[config.mk]
export PLATFORM = sky130hd
export DESIGN_NAME = order_frame_validator
export DESIGN_NICKNAME = d
export VERILOG_FILES = /design/src/ofv_pkg.sv /design/src/ofv_frame_check.sv /design/src/order_frame_validator.sv
export SDC_FILE = /design/constraint.sdc
export NUM_CORES = 1
export LEC_CHECK = 0
export ABC_AREA = 1
export CORE_MARGIN = 4
export CORE_UTILIZATION = 49
export CTS_BUF_LIST = sky130_fd_sc_hd__clkbuf_8 sky130_fd_sc_hd__clkbuf_16
export DETAILED_ROUTE_END_ITERATION = 16
export DONT_BUFFER_PORTS = 1
export SLEW_MARGIN = 25
export SYNTH_ARGS = -nofsm -noshare
export SYNTH_HDL_FRONTEND = slang
export SYNTH_SLANG_ARGS = --single-unit
[constraint.sdc]
create_clock -name clk -period 6.5 [get_ports clk]
set_input_delay 0.325 -clock clk [delete_from_list [all_inputs] [get_ports clk]]
set_output_delay 0.325 -clock clk [all_outputs]
set_load 0.05 [all_outputs]
[src/ofv_pkg.sv]
// Package for the order frame validator.
// Holds the request type, frame marker bytes and status codes.
// No dependencies.
package ofv_pkg;

  localparam int POS_W = 17;
  localparam int LEN_W = 16;

  localparam logic [7:0] MARK_A   = 8'h3E;
  localparam logic [7:0] MARK_B   = 8'h11;
  localparam logic [7:0] MARK_END = 8'hE3;

  localparam logic [1:0] ST_OK       = 2'd0;
  localparam logic [1:0] ST_BAD_HEAD = 2'd1;
  localparam logic [1:0] ST_BAD_TAIL = 2'd2;
  localparam logic [1:0] ST_TRUNC    = 2'd3;

  typedef struct packed {
    logic [7:0] data_byte;
    logic       region_first;
    logic       region_last;
  } ofv_req_t;

endpackage

[src/ofv_frame_check.sv]
// Frame checker state and per-byte step logic.
// Keeps frame position, payload length and first error; gives the region status.
// Depends on ofv_pkg.
module ofv_frame_check #(
  parameter int HEAD_BYTES    = 8,
  parameter int LENGTH_OFFSET = 2,
  parameter int TAIL_BYTES    = 2
) (
  input  logic                  clk,
  input  logic                  rst,
  input  logic                  take,
  input  ofv_pkg::ofv_req_t     req,
  output logic [1:0]            status
);
  import ofv_pkg::*;

  localparam logic [POS_W-1:0] LEN_HI_POS = POS_W'(LENGTH_OFFSET);
  localparam logic [POS_W-1:0] LEN_LO_POS = POS_W'(LENGTH_OFFSET + 1);
  localparam logic [POS_W-1:0] FRAME_EXTRA = POS_W'(HEAD_BYTES + TAIL_BYTES);

  logic [POS_W-1:0] frame_position, frame_position_next;
  logic [LEN_W-1:0] payload_length, payload_length_next;
  logic [1:0]       error_code, error_code_next;
  logic             error_seen, error_seen_next;

  logic [POS_W-1:0] pos0;
  logic [LEN_W-1:0] len0, len1;
  logic [1:0]       code0;
  logic             seen0;
  logic [POS_W-1:0] total;
  logic             head_bad, tail_bad;
  logic [POS_W-1:0] pos1;
  logic [LEN_W-1:0] len2;
  logic [1:0]       code1;
  logic             seen1;

  always_comb begin
    if (req.region_first) begin
      pos0  = '0;
      len0  = '0;
      code0 = ST_OK;
      seen0 = 1'b0;
    end else begin
      pos0  = frame_position;
      len0  = payload_length;
      code0 = error_code;
      seen0 = error_seen;
    end

    head_bad = ((pos0 == '0) && (req.data_byte != MARK_A)) ||
               ((pos0 == POS_W'(1)) && (req.data_byte != MARK_B));

    if (pos0 == LEN_HI_POS) begin
      len1 = {req.data_byte, 8'h00};
    end else if (pos0 == LEN_LO_POS) begin
      len1 = {len0[15:8], req.data_byte};
    end else begin
      len1 = len0;
    end

    total    = POS_W'(len1) + FRAME_EXTRA;
    tail_bad = ((pos0 == total - POS_W'(2)) && (req.data_byte != MARK_B)) ||
               ((pos0 == total - POS_W'(1)) && (req.data_byte != MARK_END));

    pos1  = pos0;
    len2  = len0;
    code1 = code0;
    seen1 = seen0;
    if (!seen0) begin
      if (head_bad) begin
        code1 = ST_BAD_HEAD;
        seen1 = 1'b1;
      end else if (tail_bad) begin
        len2  = len1;
        code1 = ST_BAD_TAIL;
        seen1 = 1'b1;
      end else begin
        len2 = len1;
        pos1 = (pos0 == total - POS_W'(1)) ? '0 : pos0 + POS_W'(1);
      end
    end

    if (seen1) begin
      status = code1;
    end else if (pos1 != '0) begin
      status = ST_TRUNC;
    end else begin
      status = ST_OK;
    end

    if (req.region_last) begin
      frame_position_next = '0;
      payload_length_next = '0;
      error_code_next     = ST_OK;
      error_seen_next     = 1'b0;
    end else begin
      frame_position_next = pos1;
      payload_length_next = len2;
      error_code_next     = code1;
      error_seen_next     = seen1;
    end
  end

  always_ff @(posedge clk) begin
    if (rst) begin
      frame_position <= '0;
      payload_length <= '0;
      error_code     <= ST_OK;
      error_seen     <= 1'b0;
    end else if (take) begin
      frame_position <= frame_position_next;
      payload_length <= payload_length_next;
      error_code     <= error_code_next;
      error_seen     <= error_seen_next;
    end
  end

endmodule

[src/order_frame_validator.sv]
// Order frame validator top level: request register, frame checker, status register.
// The status register loads a region's status when its last byte is taken.
// Throughput: one byte per cycle; the input stalls only while a region's last byte
// waits behind a stalled status. Reset clears frame position, length, error state
// and both pipeline valids. Depends on ofv_pkg and ofv_frame_check.
module order_frame_validator #(
  parameter int HEAD_BYTES    = 8,
  parameter int LENGTH_OFFSET = 2,
  parameter int TAIL_BYTES    = 2
) (
  input  logic       clk,
  input  logic       rst,
  input  logic       byte_valid,
  output logic       byte_stall,
  input  logic [7:0] data_byte,
  input  logic       region_first,
  input  logic       region_last,
  output logic       status_valid,
  input  logic       status_stall,
  output logic [1:0] check_status
);
  import ofv_pkg::*;

  ofv_req_t   req;
  logic       req_valid;
  logic       take;
  logic       load_status;
  logic [1:0] step_status;

  assign take        = req_valid && (!req.region_last || !status_valid || !status_stall);
  assign load_status = take && req.region_last;
  assign byte_stall  = req_valid && !take;

  always_ff @(posedge clk) begin
    if (rst) begin
      req_valid <= 1'b0;
    end else if (!byte_stall) begin
      req_valid <= byte_valid;
    end
  end

  always_ff @(posedge clk) begin
    if (byte_valid && !byte_stall) begin
      req.data_byte    <= data_byte;
      req.region_first <= region_first;
      req.region_last  <= region_last;
    end
  end

  ofv_frame_check #(
    .HEAD_BYTES    (HEAD_BYTES),
    .LENGTH_OFFSET (LENGTH_OFFSET),
    .TAIL_BYTES    (TAIL_BYTES)
  ) u_check (
    .clk    (clk),
    .rst    (rst),
    .take   (take),
    .req    (req),
    .status (step_status)
  );

  always_ff @(posedge clk) begin
    if (rst) begin
      status_valid <= 1'b0;
    end else if (load_status) begin
      status_valid <= 1'b1;
    end else if (!status_stall) begin
      status_valid <= 1'b0;
    end
  end

  always_ff @(posedge clk) begin
    if (load_status) begin
      check_status <= step_status;
    end
  end

endmodule

Word level (Yosys, flattened, before mapping)
Index checks and enable logic that the tools add are counted.

Input port bits: 14. Register bits: 50. Output and inout port bits: 4. Logic and storage cells: 68.

Muxes and demuxes: 26. $add $sub $neg: 4. Equality and inequality tests: 9. Reductions and logical operators: 19.

Operators with widths (count): $mux 17 (6); $mux 16 (5); $eq 17x17->1 (2); $eq 17x2->1 const B (2); $add 16x4->17 const B (1); $add 17x1->17 const B (1); $eq 17x1->1 const B (1); $logic_not 17->1 (1); $reduce_bool 17->1 (1); $sub 17x1->17 const B (1); $sub 17x2->17 const B (1); $mux 2 (7); $logic_and 1x1->1 (8); $mux 8 (1); $ne 8x5->1 const B (1); $ne 8x6->1 const B (1); $ne 8x8->1 const B (1); $mux 1 (7); $logic_not 1->1 (5); $logic_or 1x1->1 (4); $ne 2x1->1 const B (1).

Depth between registers and ports, before layout
Depth after elaboration: 15. Mapped depth: 39. Gate-level depth less buffers: 37.

By module
From an unflattened synthesis, not the netlist that was laid out.

Cell total of the unflattened synthesis: 977. Area total of the unflattened synthesis: 5632.9 um^2.

Modules (own cells, without submodules): ofv_frame_check (cells each 946, instances 1, area an instance 5162.5 um^2, seq. area each 720.7 um^2); order_frame_validator (cells each 31, instances 1, area an instance 470.5 um^2, seq. area each 400.4 um^2).

Worst setup path after synthesis
No wires, ideal clock.

Kind: register -> register. From: register, netlist name req[1]. To: register check_status[0], data pin. Clock period less this slack: 4.554 ns. Cell stages (with the launch flop): 36. Library setup time: 0.253 ns. Data required time: 6.247 ns. Buffers on the path: 3. Data arrival time: 4.301 ns. Slack: 1.946 ns. Cells stage by stage: edfxtp_1 -> clkbuf_1 -> nor2_1 -> ha_1 -> nand2_1 -> nor2_2 -> nand3_4 -> buf_2 -> nand2_1 -> inv_1 -> ha_1 -> inv_1 -> nand2_4 -> nand2_4 -> nand2_1 -> nand2_2 -> nand2_1 -> nor2_1 -> nand2_1 -> inv_2 -> nand2_1 -> xor2_1 -> nand2_1 -> nor2_1 -> nand4_2 -> nand2_2 -> buf_6 -> nand2_1 -> nand2_1 -> nand2_1 -> nand2_1 -> nand3_1 -> nor2_1 -> nand4_1 -> nand2_1 -> nand2_1.

Word-level cells in the longest chain between the ends: 15. Elaborated cells between the ends (all ways): 35. Those cells by class: 4 x add/sub; 5 x eq/ne; 18 x mux; 8 x reduce/logical.

RTL lines: $mux 17 (line ofv_frame_check.sv:38) `if (req.region_first) begin`; $eq 17x2->1 (line ofv_frame_check.sv:55) `end else if (pos0 == LEN_LO_POS) begin`; $mux 8 (line ofv_frame_check.sv:55); $mux 16 (line ofv_frame_check.sv:53) `if (pos0 == LEN_HI_POS) begin`; $add 16x4->17 (line ofv_frame_check.sv:61) `total = POS_W'(len1) + FRAME_EXTRA;`; $sub 17x2->17 / $sub 17x1->17 (equally long branches) (line ofv_frame_check.sv:62, ofv_frame_check.sv:63, ofv_frame_check.sv:79); $eq 17x17->1 (on tied branches) (line ofv_frame_check.sv:62, ofv_frame_check.sv:63, ofv_frame_check.sv:79); $logic_and 1x1->1 (on tied branches) (line ofv_frame_check.sv:62, ofv_frame_check.sv:63); $logic_or 1x1->1 (line ofv_frame_check.sv:62) `tail_bad = ((pos0 == total - POS_W'(2)) && (req.data_byte != MARK_B)) ||`; $mux 17 (line ofv_frame_check.sv:73) `end else if (tail_bad) begin`; $mux 17 (line ofv_frame_check.sv:70) `if (head_bad) begin`; $mux 17 (line ofv_frame_check.sv:69) `if (!seen0) begin`; $reduce_bool 17->1 (line ofv_frame_check.sv:85) `end else if (pos1 != '0) begin`; $mux 2 (line ofv_frame_check.sv:85); $mux 2 (*) (line ofv_frame_check.sv:83) `if (seen1) begin`; net step_status[0] (line order_frame_validator.sv:28) `logic [1:0] step_status;`; to (signal assigned) (line order_frame_validator.sv:74) `check_status <= step_status;`; to (decl) (line order_frame_validator.sv:20) `output logic [1:0] check_status`.

Mark *: on every way through the listed nets, which the timed path passes. The rest lies on a longest branch. A chain may end at the register's enable or synchronous reset.

Worst setup path in the final report
From: register, netlist name req[1]. To: register check_status[0], data pin.

Word-level cells in the longest chain between the ends: 15. Elaborated cells between the ends (all ways): 35. Those cells by class: 4 x add/sub; 5 x eq/ne; 18 x mux; 8 x reduce/logical.

RTL lines (line): $mux 17 (ofv_frame_check.sv:38); $eq 17x2->1 (ofv_frame_check.sv:55); $mux 8 (ofv_frame_check.sv:55); $mux 16 (ofv_frame_check.sv:53); $add 16x4->17 (ofv_frame_check.sv:61); $sub 17x2->17 / $sub 17x1->17 (equally long branches) (ofv_frame_check.sv:62, ofv_frame_check.sv:63, ofv_frame_check.sv:79); $eq 17x17->1 (on tied branches) (ofv_frame_check.sv:62, ofv_frame_check.sv:63, ofv_frame_check.sv:79); $logic_and 1x1->1 (on tied branches) (ofv_frame_check.sv:62, ofv_frame_check.sv:63); $logic_or 1x1->1 (ofv_frame_check.sv:62); $mux 17 (ofv_frame_check.sv:73); $mux 17 (ofv_frame_check.sv:70); $mux 17 (ofv_frame_check.sv:69); $reduce_bool 17->1 (ofv_frame_check.sv:85); $mux 2 (ofv_frame_check.sv:85); $mux 2 (*) (ofv_frame_check.sv:83); net step_status[0] (order_frame_validator.sv:28).

Marks and branches as above.

==> impl_metrics.py <==
metrics = {
    "logic_synthesis": {
        "syn_nets": 999,
        "syn_inst": 980,
        "ys.flop_type": "dfxtp_1",
        "synth_cell_types": 38,
        "ys_seq_area_share_pct": 20.4,
        "synth_warnings": 0,
        "synth_async_sr_flop_share_pct": 0,
        "netlist_area_um2": 5510,
        "ys_ff_latch": 50,
        "synth.top_cell.area_share_pct": 25.6,
        "synth-edff-count": 12,
        "syn_avg_cell_area_um2": 5.62,
        "yosysTopAreaCell": "nand2_1",
        "yosys-top-cells-area": "nand2_1, dfxtp_1, nand3_1, inv_1, edfxtp_1",
    },
    "run": {
        "maxCapViolations": 0,
    },
    "sta": {
        "finalClockSkew_ps": 11.4,
        "post-route-period-util_pct": 90.6,
        "maxSlewHeadroom_pct": 32.4,
        "finalSetupViolCount": 0,
        "min_period_ps": 5890,
        "tns_ps": 0,
        "worst_pin_slew_ps": 1010,
        "max_freq_ghz": 0.170,
        "finalHoldViolations": 0,
        "rsz0062_at_grt": "no",
        "maxSlewViolCount": 0,
    },
    "power_and_ir_drop": {
        "total_power_uw": 699,
        "power.leakage_nw": 2.76,
        "powerDensity_nw_per_um2": 121,
        "ir_worst_vdd_uv": 210,
    },
    "worst_setup_path": {
        "path_max_fanout": 28,
        "max_stage_delay_ps": 690,
        "crit_top_cell": "nand2_1",
        "crit_arrival_ps": 5940,
        "worstPathRequired_ps": 6550,
        "cp-start-kind": "flip-flop",
        "cp-end-kind": "flip-flop",
        "path_class": "flip-flop to flip-flop",
        "cp_top_family": "simple AND/OR/NAND/NOR gates",
        "critPathBufInv": 5,
        "critPathSlowestCell": "edfxtp_1",
    },
    "detailed_routing": {
        "drtIter0Drc": 643,
        "drt_first_pass_iters": 5,
        "viasPerCell": 5.63,
        "wire_per_inst_um": 16.5,
        "routed_wl_um": 18300,
        "vias": 6238,
        "ant_nets": 0,
        "drc": 0,
    },
    "clock_network": {
        "path_clk_slew_ps": 70,
        "clock-root-buffer": "clkbuf_16",
        "numCtsBuffers": 5,
        "cts_tree": "built",
        "cts_resized": 0,
        "clock_latency_ps": 300,
        "clock_sinks": 50,
        "cts.htree.levels": 2,
        "clock_path_buffers": 2,
        "postCtsSetupBuffers": 0,
        "cts_hold_buf": 0,
    },
    "floorplan": {
        "num_rows": 38,
        "initial_core_util_pct": 50.3,
        "die_h_um": 114,
        "dieArea_um2": 13000,
        "io_pins": 18,
        "coreArea_um2": 10900,
        "die_w_um": 114,
    },
    "cells_and_area": {
        "multiInputGateArea_um2": 3790,
        "fin_cells": 1108,
        "nFillCells": 1185,
        "drive_above_1_share_pct": 10.3,
        "seqCellArea_um2": 1120,
        "nNetsFinal": 986,
        "syn2layout_area_growth_pct": 4.52,
        "antenna_cells": 0,
        "finish.utilization_pct": 52.6,
    },
    "placed_design": {
        "place_inst": 1100,
        "port_buffers": 0,
        "gp_congestion": 1.03,
        "post-dp-hpwl_um": 14600,
    },
    "grt": {
        "grt_pass1_wl_um": 30100,
        "gr-total-overflow": 0,
        "grt_pass1_vias": 5736,
        "grt_max_degree": 39,
        "antenna_found_initial": 0,
        "grt_util_all_layers_pct": 29.0,
    },
    "min_path": {
        "min_path_type": "input pin to flip-flop",
    },
    "status": {
        "status": "completed",
    },
}
## final cells by class
cell class                      instances  share of cell area (%)
Multi-Input combinational cell        783                    65.8
Sequential cell                        50                    19.5
Inverter                              120                    7.85
Tap cell                              140                    3.04
Clock buffer                            5                    2.17
Timing Repair Buffer                    7                   0.913
Clock inverter                          3                   0.718
## metal layers
layer | vias to the layer above | global-route usage [%] | wire length [um]
met2 | 271 | 45.9 | 8190
met4 | 0 | 8.79 | 384
li1 | 3097 | - | -
met3 | 27 | 2.81 | 1430
met5 | - | 0 | 0
met1 | 2843 | 41.7 | 8340
## cells in the final DEF (no fill, tap or decap), types with 2 or more instances in the layout
cell	n
nor2_1	83
nand4_1	27
nand2_4	5
nand2_1	375
nand2_2	16
nor2_2	13
clkbuf_16	5
o21ai_1	10
ha_1	5
nor3_1	6
a21oi_1	58
or2_2	2
nand3_2	10
buf_4	7
xnor2_1	2
xor2_1	11
dfxtp_1	38
nand3_4	4
inv_1	104
or2_1	3
inv_2	15
o21ai_0	22
nor4_1	4
o21ai_2	4
nand3_1	104
nand4_2	2
edfxtp_1	12
nor2_4	12
## Yosys cell counts (12+ instances only)
cell type	number
o21ai_0	22
nor2_1	83
edfxtp_1	12
nand4_1	27
nor2_2	13
dfxtp_1	38
inv_2	15
nand2_2	16
inv_1	103
nor2_4	12
nand2_1	375
clkbuf_1	14
nand3_1	104
a21oi_1	58
## through the flow
stage | cell area, um^2 | hold slack (ps) | setup WS [ps]
2_1_floorplan | 5510 | 424 | 1950
3_3_place_gp | 5590 | 400 | 863
3_5_place_dp | 5590 | 400 | 760
4_1_cts | 5750 | 84.7 | 735
5_1_grt | 5750 | 85.6 | 54.3
6_report | 5750 | 89.5 | 609
## report_power, final
group          internal [mW]  switching (mW)  leakage, nW  total (mW)
clock network          0.180           0.121       0.0812       0.301
logic                 0.0166          0.0461         2.26      0.0627
registers              0.325         0.00927        0.423       0.335
total                  0.522           0.176         2.76       0.699
## path summary, 6_finish.rpt
path / startpoint / endpoint / slack (ps) / cells past startpoint
worst max-delay path: req[1] / check_status[0] / 610 / 33
worst min-delay path: rst / u_check.frame_position[11] / 90 / 1
worst max register to register: req[1] / check_status[0] / 610 / 33
worst min register to register: u_check.error_seen / u_check.error_seen / 460 / 2
## registers in the layout, indices dropped and copies added (netlist names)
name and cells:
u_check.error_code 2, req_valid 1, u_check.frame_position 17, u_check.error_seen 1, u_check.payload_length 16, check_status 2, req 10, status_valid 1
## cell families (layout without fill, tap and decap cells)
kind of cell,after synthesis,count (layout),synth area share (%)
compound gates,96,96,9.07
simple gates,669,669,56.5
xor+xnor,13,13,2.07
buf+inv,147,135,10.8
fa+ha+maj,5,5,1.14
flops,50,50,20.4
Note: power is estimated with default switching activity, not from simulation.
